### src/seg_clip_pkg.sv
// ----------------------------------------------------------------------------
// seg_clip_pkg
// Shared constants and register codes for the segment rectangle clipper.
// ----------------------------------------------------------------------------
package seg_clip_pkg;

  // clip parameter t is unsigned Q2.16
  localparam int T_FRAC    = 16;
  // quotient bits produced by the divider chain (t up to 2^18 - 1)
  localparam int T_BITS    = T_FRAC + 2;
  localparam int NUM_LANES = 4;
  localparam int NUM_STEPS = T_BITS;
  localparam int IDX_W     = 8;

  localparam logic [T_BITS-1:0] T_ONE = T_BITS'(65536);
  localparam logic [T_BITS-1:0] T_SAT = T_BITS'(65537);

  typedef enum logic [IDX_W-1:0] {
    REG_LEFT   = 8'd0,
    REG_TOP    = 8'd1,
    REG_WIDTH  = 8'd2,
    REG_HEIGHT = 8'd3
  } reg_idx_t;

endpackage

### src/seg_clip_cell.sv
// ----------------------------------------------------------------------------
// seg_clip_cell
// One restoring division step for each rectangle side, plus a pipeline register.
// ----------------------------------------------------------------------------
module seg_clip_cell #(
  parameter int CB = 24,
  parameter int SW = 8
) (
  input  logic                                           clk,
  input  logic                                           rst,
  input  logic                                           in_valid,
  output logic                                           in_ready,
  input  logic [SW-1:0]                                  side_in,
  input  logic [seg_clip_pkg::NUM_LANES-1:0][CB:0]       den_in,
  input  logic [seg_clip_pkg::NUM_LANES-1:0][CB:0]       rem_in,
  input  logic [seg_clip_pkg::NUM_LANES-1:0][seg_clip_pkg::T_BITS-1:0] lowq_in,
  output logic                                           out_valid,
  input  logic                                           out_ready,
  output logic [SW-1:0]                                  side_out,
  output logic [seg_clip_pkg::NUM_LANES-1:0][CB:0]       den_out,
  output logic [seg_clip_pkg::NUM_LANES-1:0][CB:0]       rem_out,
  output logic [seg_clip_pkg::NUM_LANES-1:0][seg_clip_pkg::T_BITS-1:0] lowq_out
);

  logic [seg_clip_pkg::NUM_LANES-1:0][CB:0]                 rem_next;
  logic [seg_clip_pkg::NUM_LANES-1:0][seg_clip_pkg::T_BITS-1:0] lowq_next;

  assign in_ready = !out_valid || out_ready;

  always_comb begin
    logic [CB+1:0] sh;
    logic [CB+1:0] diff;
    logic          ge;
    for (int l = 0; l < seg_clip_pkg::NUM_LANES; l++) begin
      sh   = {rem_in[l], lowq_in[l][seg_clip_pkg::T_BITS-1]};
      ge   = sh >= {1'b0, den_in[l]};
      diff = sh - {1'b0, den_in[l]};
      rem_next[l]  = ge ? diff[CB:0] : sh[CB:0];
      lowq_next[l] = {lowq_in[l][seg_clip_pkg::T_BITS-2:0], ge};
    end
  end

  always_ff @(posedge clk) begin
    if (rst) begin
      out_valid <= 1'b0;
    end else if (in_ready) begin
      out_valid <= in_valid;
    end
  end

  always_ff @(posedge clk) begin
    if (in_ready) begin
      side_out <= side_in;
      den_out  <= den_in;
      rem_out  <= rem_next;
      lowq_out <= lowq_next;
    end
  end

endmodule

### config.mk
export PLATFORM = sky130hd
export DESIGN_NAME = seg_clip_cell
export DESIGN_NICKNAME = d
export VERILOG_FILES = /design/src/seg_clip_pkg.sv /design/src/seg_clip_cell.sv
export SDC_FILE = /design/constraint.sdc
export NUM_CORES = 1
export LEC_CHECK = 0
export ABC_CLOCK_PERIOD_IN_PS = 9700
export BUFFER_PORTS_ARGS = -buffer_cell sky130_fd_sc_hd__buf_2
export CORE_AREA = 5 5 219 221
export DETAILED_ROUTE_END_ITERATION = 16
export DIE_AREA = 0 0 224 226
export GPL_TIMING_DRIVEN = 0
export HOLD_SLACK_MARGIN = 0.15
export PLACE_DENSITY = 0.64
export SKIP_LAST_GASP = 1
export SLEW_MARGIN = 40
export SYNTH_ARGS = -nofsm -noshare
export SYNTH_HDL_FRONTEND = slang
export SYNTH_SLANG_ARGS = --single-unit
### constraint.sdc
create_clock -name clk -period 9.7 [get_ports clk]
set_input_delay 1.455 -clock clk [delete_from_list [all_inputs] [get_ports clk]]
set_output_delay 1.455 -clock clk [all_outputs]
set_load 0.01 [all_outputs]
Word level (Yosys, flattened, before mapping) --
Index checks and enable logic that the tools add are counted.
Storage, ports and cells: flip-flop bits (word level) 281, input port bits 284, output and inout bits 282
Operators by class: $add $sub $neg 4, order comparisons 4, multiplexer cells 4, reductions and logical operators 2
Operator list (number):
- greater-or-equal comparator 26 x 25 -> 1 bit | 4
- two-way mux 25 bit | 4
- subtractor 25 bit | 4
- logical NOT 1 bit | 1
- logical OR 1 bit | 1

Depth between registers and ports, before layout --
depth in word-level cells 2, gate-level depth with buffers 14, gate-level depth less buffers 13

Least setup slack after synthesis --
No wires, ideal clock.
path type in2out, start input out_ready, end output in_ready, arrival time 8238 ps, slack 7 ps, stages on the path 1, path through nand2b_1
Between the ends: longest elaborated chain between the ends 1
RTL lines:
- start: declaration | line seg_clip_cell.sv:18 | input logic out_ready,
- logical OR 1 bit | line seg_clip_cell.sv:28 | assign in_ready = !out_valid || out_ready;
- end: declaration | line seg_clip_cell.sv:12 | output logic in_ready,
No other way between the ends.

==> flow_metrics.py <==
metrics = {
    "global_routing": {
        "grt_antenna_before_repair": 15,
        "busiest_layer": "met2",
        "grtUsageMet3": 0.06603,
        "track_usage": 0.1740,
        "gr-usage-met1": 0.2074,
        "met2_usage": 0.2906,
        "overflow": 0,
        "grt_max_degree": 44,
        "grt_pass1_vias": 12300,
        "grt_pass1_wl_um": 69880,
    },
    "worst_setup_path": {
        "arrival_ns": 4.69,
        "worstRegToRegCells": 3,
        "cp-end-kind": "register",
        "crit_required_ns": 9.94,
        "start_kind": "input port",
        "path_class": "input port to register",
        "worstPathMaxFanout": 10,
    },
    "synthesis": {
        "synthTopCellsByCount": "280 x edfxtp_1, 134 x inv_1, 100 x ha_1",
        "ys_ff_latch": 281,
        "yosys.area.top_type": "edfxtp_1",
        "synth_warnings": 0,
        "ys_types": 74,
        "avgSynthCellArea_um2": 11.90,
        "synth_edf_count": 280,
        "netlist_area_um2": 15070,
        "synth.most_common_cell": "edfxtp_1",
        "syn_nets": 1654,
        "synth_top_flop_cell": "edfxtp_1",
        "yosysSeqAreaShare": 0.5593,
        "synth_area_leaders": "edfxtp_1 56%, ha_1 8.3%, inv_1 3.3%",
        "netlist.area_leader.share": 0.5580,
        "async_reset_ff_frac": 0,
        "syn_inst": 1266,
    },
    "detailed_routing": {
        "via_count": 12250,
        "drt_first_pass_iters": 9,
        "drt_wl_total_um": 46870,
        "viasPerCell": 4.879,
        "antenna_left": 0,
        "wl_per_cell_um": 18.67,
        "drtIter0Drc": 702,
        "drc_errors": 0,
    },
    "cells_and_area": {
        "fin_nets": 2262,
        "syn_to_final_growth_pct": 32.14,
        "layout.cells.non_filler": 2511,
        "drive_gt1_frac": 0.3639,
    },
    "timing": {
        "fmax_mhz": 224.8,
        "finClkSkew_ns": 0.01427,
        "drv_slew": 0,
        "rsz0062_at_grt": "no",
        "maxSlewHeadroom": 0.5417,
        "fin_crit_sh": 0.4586,
        "hold_violations": 0,
        "fin_tns_setup_ns": 0,
        "worstMarginPinSlew_ns": 0.6833,
        "fin_crit_ns": 4.448,
        "finalSetupViolations": 0,
    },
    "cts": {
        "clock-sinks": 281,
        "postCtsResizedCells": 0,
        "cts_hold_buf": 0,
        "cts-root-buf": "clkbuf_16",
        "numCtsBuffers": 34,
        "clock_latency_ns": 0.53,
        "clk_pin_slew_worst_paths_ns": 0.06,
        "cts_tree": "built",
        "clock_path_buffers": 3,
        "postCtsSetupRepairBufs": 0,
        "htree_levels": 2,
    },
    "die": {
        "start_util": 0.3278,
        "rows": 79,
        "die_h_um": 226,
        "io_pins": 566,
        "coreArea_um2": 45960,
        "die-area_um2": 50620,
        "die_w_um": 224,
    },
    "power": {
        "power_density_nw_per_um2": 181.6,
        "p_leak_nw": 9.181,
        "ir_worst_vdd_v": 0.0001300,
        "total_power_mw": 3.615,
    },
    "run": {
        "maxCapViolations": 0,
    },
    "place": {
        "hpwl_um": 37590,
        "io_buffers": 565,
        "place.gp.congestion": 0.9144,
        "dp_cells": 2445,
    },
    "run_status": {
        "status": "completed",
    },
    "min_path": {
        "hold_depth": 1,
        "hold_class": "register to register",
    },
}
## per-layer routing
metal | vias to the layer above | share of wire
met1 | 5754 | 0.39
li1 | 5899 | -
met3 | 94 | 0.10
met2 | 491 | 0.48
met4 | 14 | 0.029
met5 | - | 0.0021
## area by class of cell
| class | count | area, µm² |
|---|---|---|
| fill | 4333 | 26050 |
| multi-input combinational | 814 | 5967 |
| antenna | 5 | 12.51 |
| timing repair buffer | 572 | 2968 |
| buffer | 35 | 171.4 |
| clock inverter | 18 | 146.4 |
| tap | 607 | 759.5 |
| clock buffer | 43 | 948.4 |
| sequential | 281 | 8428 |
| inverter | 136 | 510.5 |
## layout by cell type (no fill, tap or decap), drive strengths merged, types with 7 or more instances in the layout
master / count
a21o: 50
clkbuf: 69
mux2i: 10
nand3: 26
a211o: 7
mux2: 42
buf: 581
and3: 8
nor3: 16
nand4: 22
nand2: 92
xnor2: 43
xor2: 36
ha: 100
edfxtp: 280
o21ai: 71
clkinv: 10
nor2b: 8
o21bai: 11
a21oi: 96
o211ai: 10
nor2: 50
o21a: 10
inv: 136
a31oi: 15
nand2b: 14
## power by group
part,total (mW),switching [mW],internal [mW]
Sequential,1.54,0.0352,1.51
Clock,1.25,0.505,0.746
Combinational,0.821,0.470,0.350
## critical path: stages
cell      delay [ns]
buf_2           0.10
inv_1           0.04
ha_1            0.22
inv_1           0.08
fa_1            0.41
a21o_1          0.23
a221oi_2        0.38
o211ai_1        0.19
a31oi_1         0.37
nor2_1          0.10
a311oi_2        0.40
clkbuf_1        0.46
o21ai_0         0.24
## state kept, by name (all words and copies together), names as in the netlist
name and cells:
side_out 8, out_valid 1, rem_out 100, den_out 100, lowq_out 72
## path summary, 6_finish.rpt
| check | startpoint | end | slack (ns) |
|---|---|---|---|
| max | lowq_in[53] | rem_out[65] | 5.25 |
| min | out_valid | rem_out[7] | 0.90 |
| max reg2reg | out_valid | lowq_out[48] | 8.12 |
| min reg2reg | out_valid | rem_out[7] | 0.90 |
## stage by stage
step / utilization / hold WS, ns / instance area [µm²] / setup WS, ns
global route: 0.4332 / 0.9483 / 19910 / 4.953
detailed placement: 0.4091 / 0.9119 / 18800 / 4.770
global placement: 0.4059 / 1.611 / 18660 / -4.082
finish: 0.4332 / 0.8977 / 19910 / 5.252
CTS: 0.4329 / 0.9168 / 19900 / 5.298
floorplan: - / 1.524 / 15070 / 0.007432
## cell families (layout without fill, tap and decap cells)
family          after synthesis  after routing  synth area share
other cells                   0              5                 0
xor+xnor                     79             79           0.04592
simple gates                263            263           0.08470
fa+ha+maj                   104            104           0.08835
mux                          52             52           0.04152
compound gates              316            316            0.1349
buf+inv                     171            804           0.04525
flops                       281            281            0.5593
Power figures use the tool's default switching activity.
